## src/rtl/bacc_pkg.sv

```systemverilog
package bacc_pkg;

  localparam int SAMPLE_BITS = 12;

  typedef logic [SAMPLE_BITS-1:0] level_t;

  localparam level_t LEVEL_MAX = '1;

  localparam logic [2:0] CMD_NONE            = 3'd0;
  localparam logic [2:0] CMD_TOGGLE_CYCLE    = 3'd1;
  localparam logic [2:0] CMD_START_CHARGE    = 3'd2;
  localparam logic [2:0] CMD_START_DISCHARGE = 3'd3;
  localparam logic [2:0] CMD_STOP            = 3'd4;

  localparam logic [2:0] REG_UPPER      = 3'd0;
  localparam logic [2:0] REG_LOWER      = 3'd1;
  localparam logic [2:0] REG_CHARGED    = 3'd2;
  localparam logic [2:0] REG_DISCHARGED = 3'd3;
  localparam logic [2:0] REG_DEPLETED   = 3'd4;
  localparam logic [2:0] REG_ABSENT     = 3'd5;
  localparam logic [2:0] REG_RATE       = 3'd6;

  localparam logic [5:0] PERIOD_TEN   = 6'd10;
  localparam logic [5:0] PERIOD_SIXTY = 6'd60;

  typedef enum logic [1:0] {
    MODE_IDLE      = 2'd0,
    MODE_CYCLE     = 2'd1,
    MODE_DISCHARGE = 2'd2,
    MODE_CHARGE    = 2'd3
  } mode_t;

  typedef enum logic [1:0] {
    STEP_DISCHARGE = 2'd0,
    STEP_CHARGE    = 2'd1,
    STEP_FINAL     = 2'd2
  } step_t;

  typedef enum logic [1:0] {
    RATE_EVERY = 2'd0,
    RATE_TEN   = 2'd1,
    RATE_SIXTY = 2'd2,
    RATE_NEVER = 2'd3
  } rate_t;

  typedef struct packed {
    level_t upper;
    level_t lower;
    level_t charged;
    level_t discharged;
    level_t depleted;
    level_t absent;
    rate_t  rate;
  } cfg_t;

  // packed so that charge sits in bit 0, as on the output stream
  typedef struct packed {
    step_t  cycle_step;
    mode_t  mode;
    logic   shutdown;
    logic   report;
    logic   level_valid;
    level_t level;
    logic   discharge;
    logic   charge;
  } res_t;

endpackage

```

## src/rtl/battery_average_charge_controller.sv

```systemverilog
// each result passes through the input register and then the result register
// throughput: one item per cycle unless m_tready stalls, set by the window and sequencer update
// while a result waits on m_tready an empty input register still takes one item
// rst (synchronous, active high) clears the window, sequencer, counters and both
// stream stages, and loads every configuration register with its default
module battery_average_charge_controller #(
  parameter int WINDOW_DEPTH  = 16,
  parameter int AVERAGE_SHIFT = 4
) (
  input  logic        clk,
  input  logic        rst,
  input  logic        s_tvalid,
  output logic        s_tready,
  input  logic [15:0] s_tdata,   // cmd[2:0], adc_sample[14:3], external_power_absent[15]
  output logic        m_tvalid,
  input  logic        m_tready,
  output logic [23:0] m_tdata,   // charge_enable, discharge_enable, battery_level[13:2],
                                 // level_valid, report_event, shutdown_request,
                                 // mode_now[18:17], cycle_step_now[20:19], zero pad
  input  logic        psel,
  input  logic        penable,
  input  logic        pwrite,
  input  logic [4:0]  paddr,
  input  logic [31:0] pwdata,
  output logic [31:0] prdata,
  output logic        pready
);
  import bacc_pkg::*;

  cfg_t       cfg;
  logic       in_valid;
  logic [2:0] in_cmd;
  level_t     in_sample;
  logic       in_absent;
  logic       advance;
  logic       full_next;
  level_t     avg_next;
  res_t       res;
  logic [2:0] reg_idx;

  assign pready  = 1'b1;
  assign reg_idx = paddr[4:2];

  always_ff @(posedge clk) begin
    if (rst) begin
      cfg.upper      <= 12'd3437;
      cfg.lower      <= 12'd3345;
      cfg.charged    <= 12'd3757;
      cfg.discharged <= 12'd3070;
      cfg.depleted   <= 12'd2978;
      cfg.absent     <= 12'd100;
      cfg.rate       <= RATE_SIXTY;
    end else if (psel && penable && pwrite) begin
      case (reg_idx)
        REG_UPPER:      cfg.upper      <= pwdata[11:0];
        REG_LOWER:      cfg.lower      <= pwdata[11:0];
        REG_CHARGED:    cfg.charged    <= pwdata[11:0];
        REG_DISCHARGED: cfg.discharged <= pwdata[11:0];
        REG_DEPLETED:   cfg.depleted   <= pwdata[11:0];
        REG_ABSENT:     cfg.absent     <= pwdata[11:0];
        REG_RATE:       cfg.rate       <= rate_t'(pwdata[1:0]);
        default:        ;
      endcase
    end
  end

  always_comb begin
    case (reg_idx)
      REG_UPPER:      prdata = {20'd0, cfg.upper};
      REG_LOWER:      prdata = {20'd0, cfg.lower};
      REG_CHARGED:    prdata = {20'd0, cfg.charged};
      REG_DISCHARGED: prdata = {20'd0, cfg.discharged};
      REG_DEPLETED:   prdata = {20'd0, cfg.depleted};
      REG_ABSENT:     prdata = {20'd0, cfg.absent};
      REG_RATE:       prdata = {30'd0, cfg.rate};
      default:        prdata = '0;
    endcase
  end

  assign advance  = in_valid && (!m_tvalid || m_tready);
  assign s_tready = !in_valid || advance;

  always_ff @(posedge clk) begin
    if (rst) begin
      in_valid <= 1'b0;
    end else if (s_tready) begin
      in_valid <= s_tvalid;
    end
  end

  always_ff @(posedge clk) begin
    if (s_tvalid && s_tready) begin
      in_cmd    <= s_tdata[2:0];
      in_sample <= s_tdata[14:3];
      in_absent <= s_tdata[15];
    end
  end

  bacc_window #(
    .WINDOW_DEPTH  (WINDOW_DEPTH),
    .AVERAGE_SHIFT (AVERAGE_SHIFT)
  ) u_window (
    .clk          (clk),
    .rst          (rst),
    .step         (advance),
    .sample       (in_sample),
    .absent_level (cfg.absent),
    .full_next    (full_next),
    .avg_next     (avg_next)
  );

  bacc_seq u_seq (
    .clk        (clk),
    .rst        (rst),
    .step       (advance),
    .cmd        (in_cmd),
    .on_battery (in_absent),
    .full_next  (full_next),
    .avg_next   (avg_next),
    .cfg        (cfg),
    .res        (res)
  );

  always_ff @(posedge clk) begin
    if (rst) begin
      m_tvalid <= 1'b0;
    end else if (advance) begin
      m_tvalid <= 1'b1;
    end else if (m_tready) begin
      m_tvalid <= 1'b0;
    end
  end

  always_ff @(posedge clk) begin
    if (advance) begin
      m_tdata <= {3'd0, res};
    end
  end

endmodule

```

## src/rtl/bacc_window.sv

```systemverilog
module bacc_window #(
  parameter int WINDOW_DEPTH  = 16,
  parameter int AVERAGE_SHIFT = 4
) (
  input  logic            clk,
  input  logic            rst,
  input  logic            step,
  input  bacc_pkg::level_t sample,
  input  bacc_pkg::level_t absent_level,
  output logic            full_next,
  output bacc_pkg::level_t avg_next
);
  import bacc_pkg::*;

  localparam int SLOT_BITS  = (WINDOW_DEPTH > 1) ? $clog2(WINDOW_DEPTH) : 1;
  localparam int TOTAL_BITS = SAMPLE_BITS + SLOT_BITS;
  localparam logic [SLOT_BITS-1:0]  LAST_SLOT = SLOT_BITS'(WINDOW_DEPTH - 1);
  localparam logic [TOTAL_BITS-1:0] SAT_LIMIT = TOTAL_BITS'(LEVEL_MAX);

  level_t                  window [WINDOW_DEPTH];
  logic [WINDOW_DEPTH-1:0] vld;
  logic [TOTAL_BITS-1:0]   total;
  logic [SLOT_BITS-1:0]    slot;
  logic                    full;

  logic                    absent;
  level_t                  old;
  logic [TOTAL_BITS-1:0]   total_next;
  logic [TOTAL_BITS-1:0]   shifted;

  assign absent     = (sample <= absent_level);
  assign old        = vld[slot] ? window[slot] : '0;
  assign total_next = total - TOTAL_BITS'(old) + TOTAL_BITS'(sample);
  assign shifted    = total_next >> AVERAGE_SHIFT;
  assign full_next  = !absent && (full || (slot == LAST_SLOT));
  assign avg_next   = (shifted > SAT_LIMIT) ? LEVEL_MAX : shifted[SAMPLE_BITS-1:0];

  always_ff @(posedge clk) begin
    if (rst) begin
      vld   <= '0;
      total <= '0;
      slot  <= '0;
      full  <= 1'b0;
    end else if (step) begin
      if (absent) begin
        vld   <= '0;
        total <= '0;
        slot  <= '0;
        full  <= 1'b0;
      end else begin
        vld[slot] <= 1'b1;
        total     <= total_next;
        slot      <= (slot == LAST_SLOT) ? '0 : slot + SLOT_BITS'(1);
        full      <= full_next;
      end
    end
  end

  always_ff @(posedge clk) begin
    if (step && !absent) begin
      window[slot] <= sample;
    end
  end

endmodule

```

## src/rtl/bacc_seq.sv

```systemverilog
module bacc_seq (
  input  logic             clk,
  input  logic             rst,
  input  logic             step,
  input  logic [2:0]       cmd,
  input  logic             on_battery,
  input  logic             full_next,
  input  bacc_pkg::level_t avg_next,
  input  bacc_pkg::cfg_t   cfg,
  output bacc_pkg::res_t   res
);
  import bacc_pkg::*;

  mode_t      mode, mode_next;
  step_t      cstep, cstep_next;
  logic       chg, chg_next;
  logic       dis, dis_next;
  logic [5:0] cnt, cnt_next;
  level_t     hold, hold_next;
  logic       shut;
  logic       rep;

  always_comb begin
    mode_next  = mode;
    cstep_next = cstep;
    chg_next   = chg;
    dis_next   = dis;
    hold_next  = hold;
    cnt_next   = cnt;
    shut       = 1'b0;
    rep        = 1'b0;

    case (cmd)
      CMD_TOGGLE_CYCLE: begin
        if (mode == MODE_CYCLE) begin
          mode_next = MODE_IDLE;
        end else begin
          mode_next  = MODE_CYCLE;
          cstep_next = STEP_DISCHARGE;
        end
      end
      CMD_START_CHARGE:    mode_next = MODE_CHARGE;
      CMD_START_DISCHARGE: mode_next = MODE_DISCHARGE;
      CMD_STOP:            mode_next = MODE_IDLE;
      default:             ;
    endcase

    if (full_next) begin
      hold_next = avg_next;
      if (on_battery) begin
        mode_next = MODE_IDLE;
        chg_next  = 1'b0;
        dis_next  = 1'b0;
        shut      = (avg_next <= cfg.depleted);
      end else begin
        case (mode_next)
          MODE_IDLE: begin
            if (avg_next <= cfg.lower || avg_next <= cfg.discharged) begin
              chg_next = 1'b1;
              dis_next = 1'b0;
            end
            if (avg_next >= cfg.upper || avg_next >= cfg.charged) begin
              chg_next = 1'b0;
              dis_next = 1'b0;
            end
          end
          MODE_CYCLE: begin
            if (cstep_next == STEP_DISCHARGE) begin
              chg_next = 1'b0;
              dis_next = 1'b1;
              if (avg_next <= cfg.discharged) begin
                cstep_next = STEP_CHARGE;
                chg_next   = 1'b1;
                dis_next   = 1'b0;
              end
            end
            if (cstep_next == STEP_CHARGE && avg_next >= cfg.charged) begin
              cstep_next = STEP_FINAL;
              chg_next   = 1'b0;
              dis_next   = 1'b1;
            end
            if (cstep_next == STEP_FINAL && avg_next <= cfg.upper) begin
              mode_next = MODE_IDLE;
              chg_next  = 1'b0;
              dis_next  = 1'b0;
            end
          end
          MODE_DISCHARGE: begin
            chg_next = 1'b0;
            dis_next = 1'b1;
            if (avg_next <= cfg.discharged) begin
              mode_next = MODE_IDLE;
              dis_next  = 1'b0;
            end
          end
          default: begin
            chg_next = 1'b1;
            dis_next = 1'b0;
            if (avg_next >= cfg.charged) begin
              mode_next = MODE_IDLE;
              chg_next  = 1'b0;
            end
          end
        endcase
      end
    end else begin
      mode_next = MODE_IDLE;
      chg_next  = 1'b0;
      dis_next  = 1'b0;
    end

    case (cfg.rate)
      RATE_TEN, RATE_SIXTY: begin
        cnt_next = cnt + 6'd1;
        if (cnt_next == ((cfg.rate == RATE_TEN) ? PERIOD_TEN : PERIOD_SIXTY)) begin
          cnt_next = '0;
          rep      = full_next;
        end
      end
      RATE_EVERY: begin
        cnt_next = '0;
        rep      = full_next;
      end
      default: cnt_next = '0;
    endcase
  end

  always_ff @(posedge clk) begin
    if (rst) begin
      mode  <= MODE_IDLE;
      cstep <= STEP_DISCHARGE;
      chg   <= 1'b0;
      dis   <= 1'b0;
      cnt   <= '0;
      hold  <= '0;
    end else if (step) begin
      mode  <= mode_next;
      cstep <= cstep_next;
      chg   <= chg_next;
      dis   <= dis_next;
      cnt   <= cnt_next;
      hold  <= hold_next;
    end
  end

  always_comb begin
    res.cycle_step  = cstep_next;
    res.mode        = mode_next;
    res.shutdown    = shut;
    res.report      = rep;
    res.level_valid = full_next;
    res.level       = hold_next;
    res.discharge   = dis_next;
    res.charge      = chg_next;
  end

endmodule

```

## config.mk

```make
export PLATFORM = sky130hd
export DESIGN_NAME = battery_average_charge_controller
export DESIGN_NICKNAME = d
export VERILOG_FILES = /design/src/rtl/bacc_pkg.sv /design/src/rtl/battery_average_charge_controller.sv /design/src/rtl/bacc_window.sv /design/src/rtl/bacc_seq.sv
export SDC_FILE = /design/constraint.sdc
export NUM_CORES = 1
export LEC_CHECK = 0
export ABC_AREA = 1
export BUFFER_PORTS_ARGS = -buffer_cell sky130_fd_sc_hd__buf_2
export CORE_MARGIN = 2
export CORE_UTILIZATION = 39
export DETAILED_ROUTE_END_ITERATION = 12
export GPL_ROUTABILITY_DRIVEN = 0
export PLACE_DENSITY = 0.53
export SETUP_SLACK_MARGIN = 0.05
export SYNTH_ARGS = -nofsm -noshare
export SYNTH_HDL_FRONTEND = slang
export SYNTH_SLANG_ARGS = --single-unit
```

## constraint.sdc

```tcl
create_clock -name clk -period 6.2 [get_ports clk]
set_clock_uncertainty 0.2 [all_clocks]
set_input_delay 0 -clock clk [delete_from_list [all_inputs] [get_ports clk]]
set_output_delay 0 -clock clk [all_outputs]
set_load 0.05 [all_outputs]
```

Yosys cells after proc, flatten, opt, wreduce, memory -nomap -nowiden
Memory sizes are Yosys's and may differ from the RTL's. A register that Yosys moved wholly into a read port is not among the register bits.
Index checks and enable logic that the tools add are counted.

storage, ports and cells
  bits in registers = 174
  bits in writable memories = 192
  memories = 1

operators by class
  reductions and logical operators = 31
  add/sub/neg operators = 4
  bitwise gates (word level) = 1
  order comparisons = 10
  muxes and demuxes = 65
  eq/ne operators = 19

memories
  name             depth  bits a word  read ports  clocked after Yosys merged registers in  wr ports  line               text
  u_window.window  16     12           1           1                                        1         bacc_window.sv:20  level_t window [WINDOW_DEPTH];

operators by type and width
  cell                    count
  $pmux W12 S7            1
  $le A12 B12 Y1          5
  $mux W2                 19
  $mux W12                3
  $mux W16                2
  $mux W1                 26
  $ge A12 B12 Y1          2
  $mux W6                 3
  $add A16 B12 Y16        1
  $mux W4                 4
  $or A16 B16 Y16         1
  $reduce_and A2 Y1       8
  $sub A16 B12 Y16        1
  $eq A3 B2 Y1 const B    4
  $eq A3 B3 Y1 const B    4
  $gt A12 B12 Y1 const B  1
  $logic_and A1 B1 Y1     9
  $eq A2 B1 Y1 const B    4
  $pmux W2 S4             1
  $add A6 B1 Y6 const B   1
  $eq A2 B2 Y1 const B    3
  $eq A3 B1 Y1 const B    2
  $eq A6 B6 Y1            1
  $logic_not A2 Y1        3
  other kinds (14)        21

Longest topological paths before layout
  word-level depth = 25
  depth in mapped cells = 37

Cells and area by module
From an unflattened synthesis, not the netlist that was laid out.

unflattened totals
  cell total of the unflattened synthesis = 2,328
  area total of the unflattened synthesis = 19,379.8 sq um

by module, submodules not included
  module                             area each (sq um)  times used  cells each
  bacc_window                        11,282.1           1           1,183
  battery_average_charge_controller  4,898.4            1           632
  bacc_seq                           3,199.3            1           513

Worst setup path after synthesis
Ideal clock, no wire load.

  kind = reg2reg
  start point = reg u_window.slot[0]
  end point = reg m_tdata[0], data pin
  arrival = 4.584 ns
  buffers on the path = 2
  data required time = 5.749 ns
  library setup time = 0.251 ns
  cell stages (with the launch flop) = 31
  path slack = 1.165 ns
  path through = dfxtp_1 inv_1 buf_2 o21ai_0 nand2_1 a2111o_1 clkbuf_1 nand2_1 inv_1 fa_1 inv_1 ha_1 a21oi_1 nand2_1 a21boi_2 o21ai_1 a21oi_2 xor2_1 ha_1 nand2_1 nor2_1 and2_1 nand2_1 nand4_1 inv_1 o21ai_0 nand3_2 nand3_1 nand2_1 nand2_1 inv_1

RTL lines
  element                   line                                      text
  start: declaration        bacc_window.sv:23                         logic [SLOT_BITS-1:0] slot;
  start signal: assignment  bacc_window.sv:53                         slot <= (slot == LAST_SLOT) ? '0 : slot + SLOT_BITS'(1);
  end signal: assignment    battery_average_charge_controller.sv:136  m_tdata <= {3'd0, res};
  end: declaration          battery_average_charge_controller.sv:17   output logic [23:0] m_tdata,

==> results list <==
- The floorplan has 79 rows.
- Vias in the first global route: approximately 13000
* Number of H-tree levels: 2
- For this run, the leading register cell type out of synthesis is sky130_fd_sc_hd__edfxtp_1.
- Status: completed
* Synthesized cell area: 0.0182 mm2
* GR peak layer: met2
- The portion of synthesized area spent on multiplexers is 0.0264.
- After detailed routing, the number of vias per cell comes to 5.02.
* Final Critical Period: 5.73 ns
- Clk pin slew, worst setup/hold paths: ~0.060 ns
* Met3 layer usage reported by global route: 0.0269
* Worst Setup End Kind: flop
* Number of antenna violations at the first check in global routing: 0
- In the finished design, the share of the clock period the worst path needs comes to 0.924.
* Core Box Area: about 0.046 mm2
- The synthesized design contains 229 enable-type register cells.
- Following the worst setup path forward leads to its endpoint at m_tdata[0]$_DFFE_PP_.
- Vias after detailed routing: 13500
- Counting buffers and inverters, the worst setup path is 32 cells deep.
- Unrepaired setup endpoints after global routing: false
- The worst pin sits at a relative slew slack of 0.241.
- The initial utilization of the core area, before any placement, comes to 0.393.
* VDD IR max: roughly 0.23 mV
- The finished layout holds 2679 standard cells, fillers aside.
- In the global route stage, met1 resource usage came out at 0.269.
* Share of synthesized cell area in full adder, half adder and majority cells: 0.0793
* Most used cells in the layout excluding fill and tap cells: 322 x sky130_fd_sc_hd__inv_1, 229 x sky130_fd_sc_hd__nand2_1, 229 x sky130_fd_sc_hd__edfxtp_1, 198 x sky130_fd_sc_hd__a21oi_1, 188 x sky130_fd_sc_hd__o21ai_0
- Share of post-route cells with drive strength above 1: 0.115
* Biggest cell delay along the critical path: 0.48 ns
- After synthesis, the mean cell area works out to 9.68 um2.
- The die covers 0.0483 mm2.
- Of the total synthesized cell area, the portion taken by AND, OR, NAND and NOR gates is 0.0954.
- Critical path fanouts, max: 16
- Smallest hold slack: around 0.12 ns
- Synthesis handed over a netlist of 1878 instances.
- Remaining antenna violation count after routing: 0
* Largest net degree at the start of global routing: 62
- The final hold violation count came to 0.
- TritonCTS created 41 clock buffers.
- Worst-case register-to-register setup slack: 0.47 ns
* Register bit total from synthesis: 370
- Die Width: 220 um
- Summed over all nets, the half-perimeter wirelength after detailed placement is 33400 um.
- Startpoint class of the critical path: flop
- Pre-Repair DR Iteration Count: 6
* Leakage power summed over all cells: between 9 and 10 nW
- After detailed routing, the average wire length per cell comes to 18.5 um.
- Worst reg2reg path depth: 32
- Synthesis instantiated 56 different standard cells from the library.
* Layout area overhead: 17.6%
* Main combinational cell family by area after synthesis: compound AO/OA/AOI/OAI gates
- By startpoint and endpoint, the worst setup path is classified as flop to flop.
- Number of warnings printed during yosys synthesis: 0
- The repair_antennas step left the layout with diodes totalling 0.
- Broken down by cell family, the worst path's largest delay share belongs to simple AND/OR/NAND/NOR gates.
- 119 I/O pins were placed.
- Instance count after placement with tap cells included: about 2500
* Sum Neg Setup Slack: 0 ns
- Among the stages of the critical path, the cell type that occurs most often is sky130_fd_sc_hd__nand2_1.
- Clock tree from TritonCTS: yes
* CTS root buffer: sky130_fd_sc_hd__clkbuf_16
* Final global-route overflow total: 0
- Starting DRT DRC Count: 1031
- Total power per unit cell area: roughly 330 mW/mm2
- Met2 track demand over resource: 0.348
- Highest Clock Rate: between 150 and 200 MHz
- The tool flagged a number of max-cap violations equal to 0.
* Worst EP arrival: 5.85 ns
* Max-slew violation count: 0
* Slowest stage cell, crit path: sky130_fd_sc_hd__fa_1
- Port bufs: 72
* Reg-to-Reg End: m_tdata[0]$_DFFE_PP_
* Largest buffer count on any clock path: 3
- Most common cell after layout, fill and taps aside: sky130_fd_sc_hd__inv_1
* Global-route wire length before repair: 75400 um
* DRC viols: 0
- WL final: between 40000 and 50000 um
- Sink count of the clock tree: 370
- Fraction of registers with async set or reset after synthesis: 0
- The compound-gate portion of the synthesized area was 0.159.
- Together, buffers and inverters on the worst path number 8.
- In the global route stage, overall resource usage came out at 0.207.
* Skew-Pair Late Insertion Delay: around 0.57 ns
- Worst slew pin tran: 1.13 ns
* Worst min-delay path class: primary input to flop
- DIE HEIGHT: ~220 um
- Setup violations remaining at the end of the flow were counted as 0.
- Layout Nets: ~2200
* Worst path required time: 6.32 ns
- Of the total synthesized cell area, the portion taken by XOR and XNOR cells is 0.00916.
* Sequential element share of the synthesized area: 0.534
## cells by family (layout without fill, tap and decap cells)
family          after synthesis  in the layout
other cells                   2             24
simple gates                393            393
buf+inv                     425            597
xor+xnor                     19             19
compound gates              513            513
fa+ha+maj                   108            108
mux                          48             48
flops                       370            370
## stage by stage
step / setup slack [ns] / total power (W) / instance area, um2 / util
2_1_floorplan: 1.17 / 0.00395 / 18300 / -
3_3_place_gp: 0.368 / 0.00466 / 19400 / 0.419
3_5_place_dp: 0.354 / 0.00469 / 19400 / 0.419
4_1_cts: 0.306 / 0.00717 / 21300 / 0.461
5_1_grt: 0.0528 / 0.00752 / 21400 / 0.462
6_report: 0.470 / 0.00713 / 21400 / 0.462
## worst register-to-register path, delay by kind of cell, from the launching register on
kind	cells	cell delay [ns]
buffers and inverters	8	0.88
and+or+nand+nor	14	1.53
DFF	1	0.47
AOI/OAI and AO/OA	5	0.85
adders and majority gates	3	1.06
muxes	1	0.20
xor gates and xnor gates	1	0.29
## final cells by class
type | count | area (um2)
Clock buffer | 67 | 1230
Timing Repair Buffer | 189 | 1470
Sequential cell | 370 | 9700
Tap cell | 607 | 759
Fill cell | 4466 | 24900
Multi-Input combinational cell | 1105 | 6830
Inverter | 332 | 1250
Clock inverter | 9 | 124
## synthesized netlist by cell type, types with 2 or more instances
master / count / area share
sky130_fd_sc_hd__nand3_1: 43 / 0.012
sky130_fd_sc_hd__a21o_1: 2 / 0.00083
sky130_fd_sc_hd__ha_1: 96 / 0.066
sky130_fd_sc_hd__dfxtp_1: 141 / 0.16
sky130_fd_sc_hd__o21ai_1: 15 / 0.0041
sky130_fd_sc_hd__o22ai_1: 18 / 0.0062
sky130_fd_sc_hd__xnor2_1: 4 / 0.0019
sky130_fd_sc_hd__nor3_1: 5 / 0.0014
sky130_fd_sc_hd__nand3b_1: 2 / 0.00083
sky130_fd_sc_hd__edfxtp_1: 229 / 0.38
sky130_fd_sc_hd__o21a_1: 2 / 0.00083
sky130_fd_sc_hd__fa_1: 12 / 0.013
sky130_fd_sc_hd__a221oi_1: 11 / 0.0053
sky130_fd_sc_hd__a31oi_1: 3 / 0.0010
sky130_fd_sc_hd__clkbuf_1: 43 / 0.0089
sky130_fd_sc_hd__inv_4: 2 / 0.00069
sky130_fd_sc_hd__conb_1: 2 / 0.00041
sky130_fd_sc_hd__nor2_8: 2 / 0.0022
sky130_fd_sc_hd__nor2_1: 82 / 0.017
sky130_fd_sc_hd__o221ai_1: 16 / 0.0077
sky130_fd_sc_hd__inv_1: 322 / 0.067
sky130_fd_sc_hd__nor3_4: 4 / 0.0036
sky130_fd_sc_hd__buf_6: 4 / 0.0025
sky130_fd_sc_hd__a22oi_1: 5 / 0.0021
sky130_fd_sc_hd__o21ai_2: 9 / 0.0043
sky130_fd_sc_hd__nand4_1: 10 / 0.0034
sky130_fd_sc_hd__buf_1: 2 / 0.00041
sky130_fd_sc_hd__nand3_2: 2 / 0.0011
sky130_fd_sc_hd__clkinv_1: 2 / 0.00041
sky130_fd_sc_hd__o21ai_0: 188 / 0.052
sky130_fd_sc_hd__nand2_1: 230 / 0.048
sky130_fd_sc_hd__o21bai_1: 2 / 0.00083
sky130_fd_sc_hd__mux2i_1: 48 / 0.026
sky130_fd_sc_hd__nand2_2: 2 / 0.00069
sky130_fd_sc_hd__buf_2: 16 / 0.0044
sky130_fd_sc_hd__nor2_4: 6 / 0.0037
sky130_fd_sc_hd__a31o_2: 2 / 0.00096
sky130_fd_sc_hd__a21oi_1: 198 / 0.055
sky130_fd_sc_hd__xor2_1: 15 / 0.0072
sky130_fd_sc_hd__buf_4: 27 / 0.011
sky130_fd_sc_hd__inv_2: 6 / 0.0012
sky130_fd_sc_hd__a21oi_2: 2 / 0.00096
sky130_fd_sc_hd__o211ai_1: 33 / 0.014
## power breakdown
group,switching (W),internal (W),leakage (nW),total (W)
clock network,0.00102,0.00142,0.659,0.00244
logic,0.00126,0.000735,5.12,0.00200
registers,0.0000303,0.00266,3.23,0.00269
total,0.00231,0.00482,9.01,0.00713
## worst min path at each step
| stage | from | slack, ns | end | cells after the start |
|---|---|---|---|---|
| detailed placement | s_tdata[7] | -0.02 | in_sample[4]$_DFFE_PP_ | 1 |
| floorplan | s_tdata[15] | -0.10 | in_absent$_DFFE_PP_ | 0 |
| global placement | s_tdata[3] | -0.02 | in_sample[0]$_DFFE_PP_ | 1 |
| finish | pwdata[9] | 0.12 | cfg[35]$_SDFFE_PP1P_ | 4 |
| global route | pwdata[11] | 0.12 | cfg[61]$_SDFFE_PP1P_ | 4 |
| CTS | pwdata[9] | 0.09 | cfg[35]$_SDFFE_PP1P_ | 4 |
## routing by layer
| metal | vias to the layer above | wire, um |
|---|---|---|
| li1 | 6680 | - |
| met1 | 6363 | 21900 |
| met2 | 307 | 23700 |
| met3 | 103 | 2150 |
| met4 | 0 | 1930 |
| met5 | - | 0 |
## registers in the layout, summed over array words and instances, names as in the netlist, 2 cells and up, named ones only
| register | count |
|---|---|
| u_seq.mode | 2 |
| u_seq.cstep | 2 |
| u_window.slot | 4 |
| in_cmd | 3 |
| m_tdata | 21 |
| u_seq.cnt | 6 |
| in_sample | 12 |
| u_seq.hold | 12 |
| cfg | 74 |
| u_window.window | 192 |
| u_window.total | 16 |
| u_window.vld | 16 |
## repair_timing
item / 4_1_cts / 5_1_grt
setup buffers: 0 / 1
endpoints found under the hold margin: 120 / 0
hold buffers: 60 / 0
endpoints found under the setup margin: 0 / 7
gates resized for setup: 0 / 5
(Power assumes the default switching activity.)
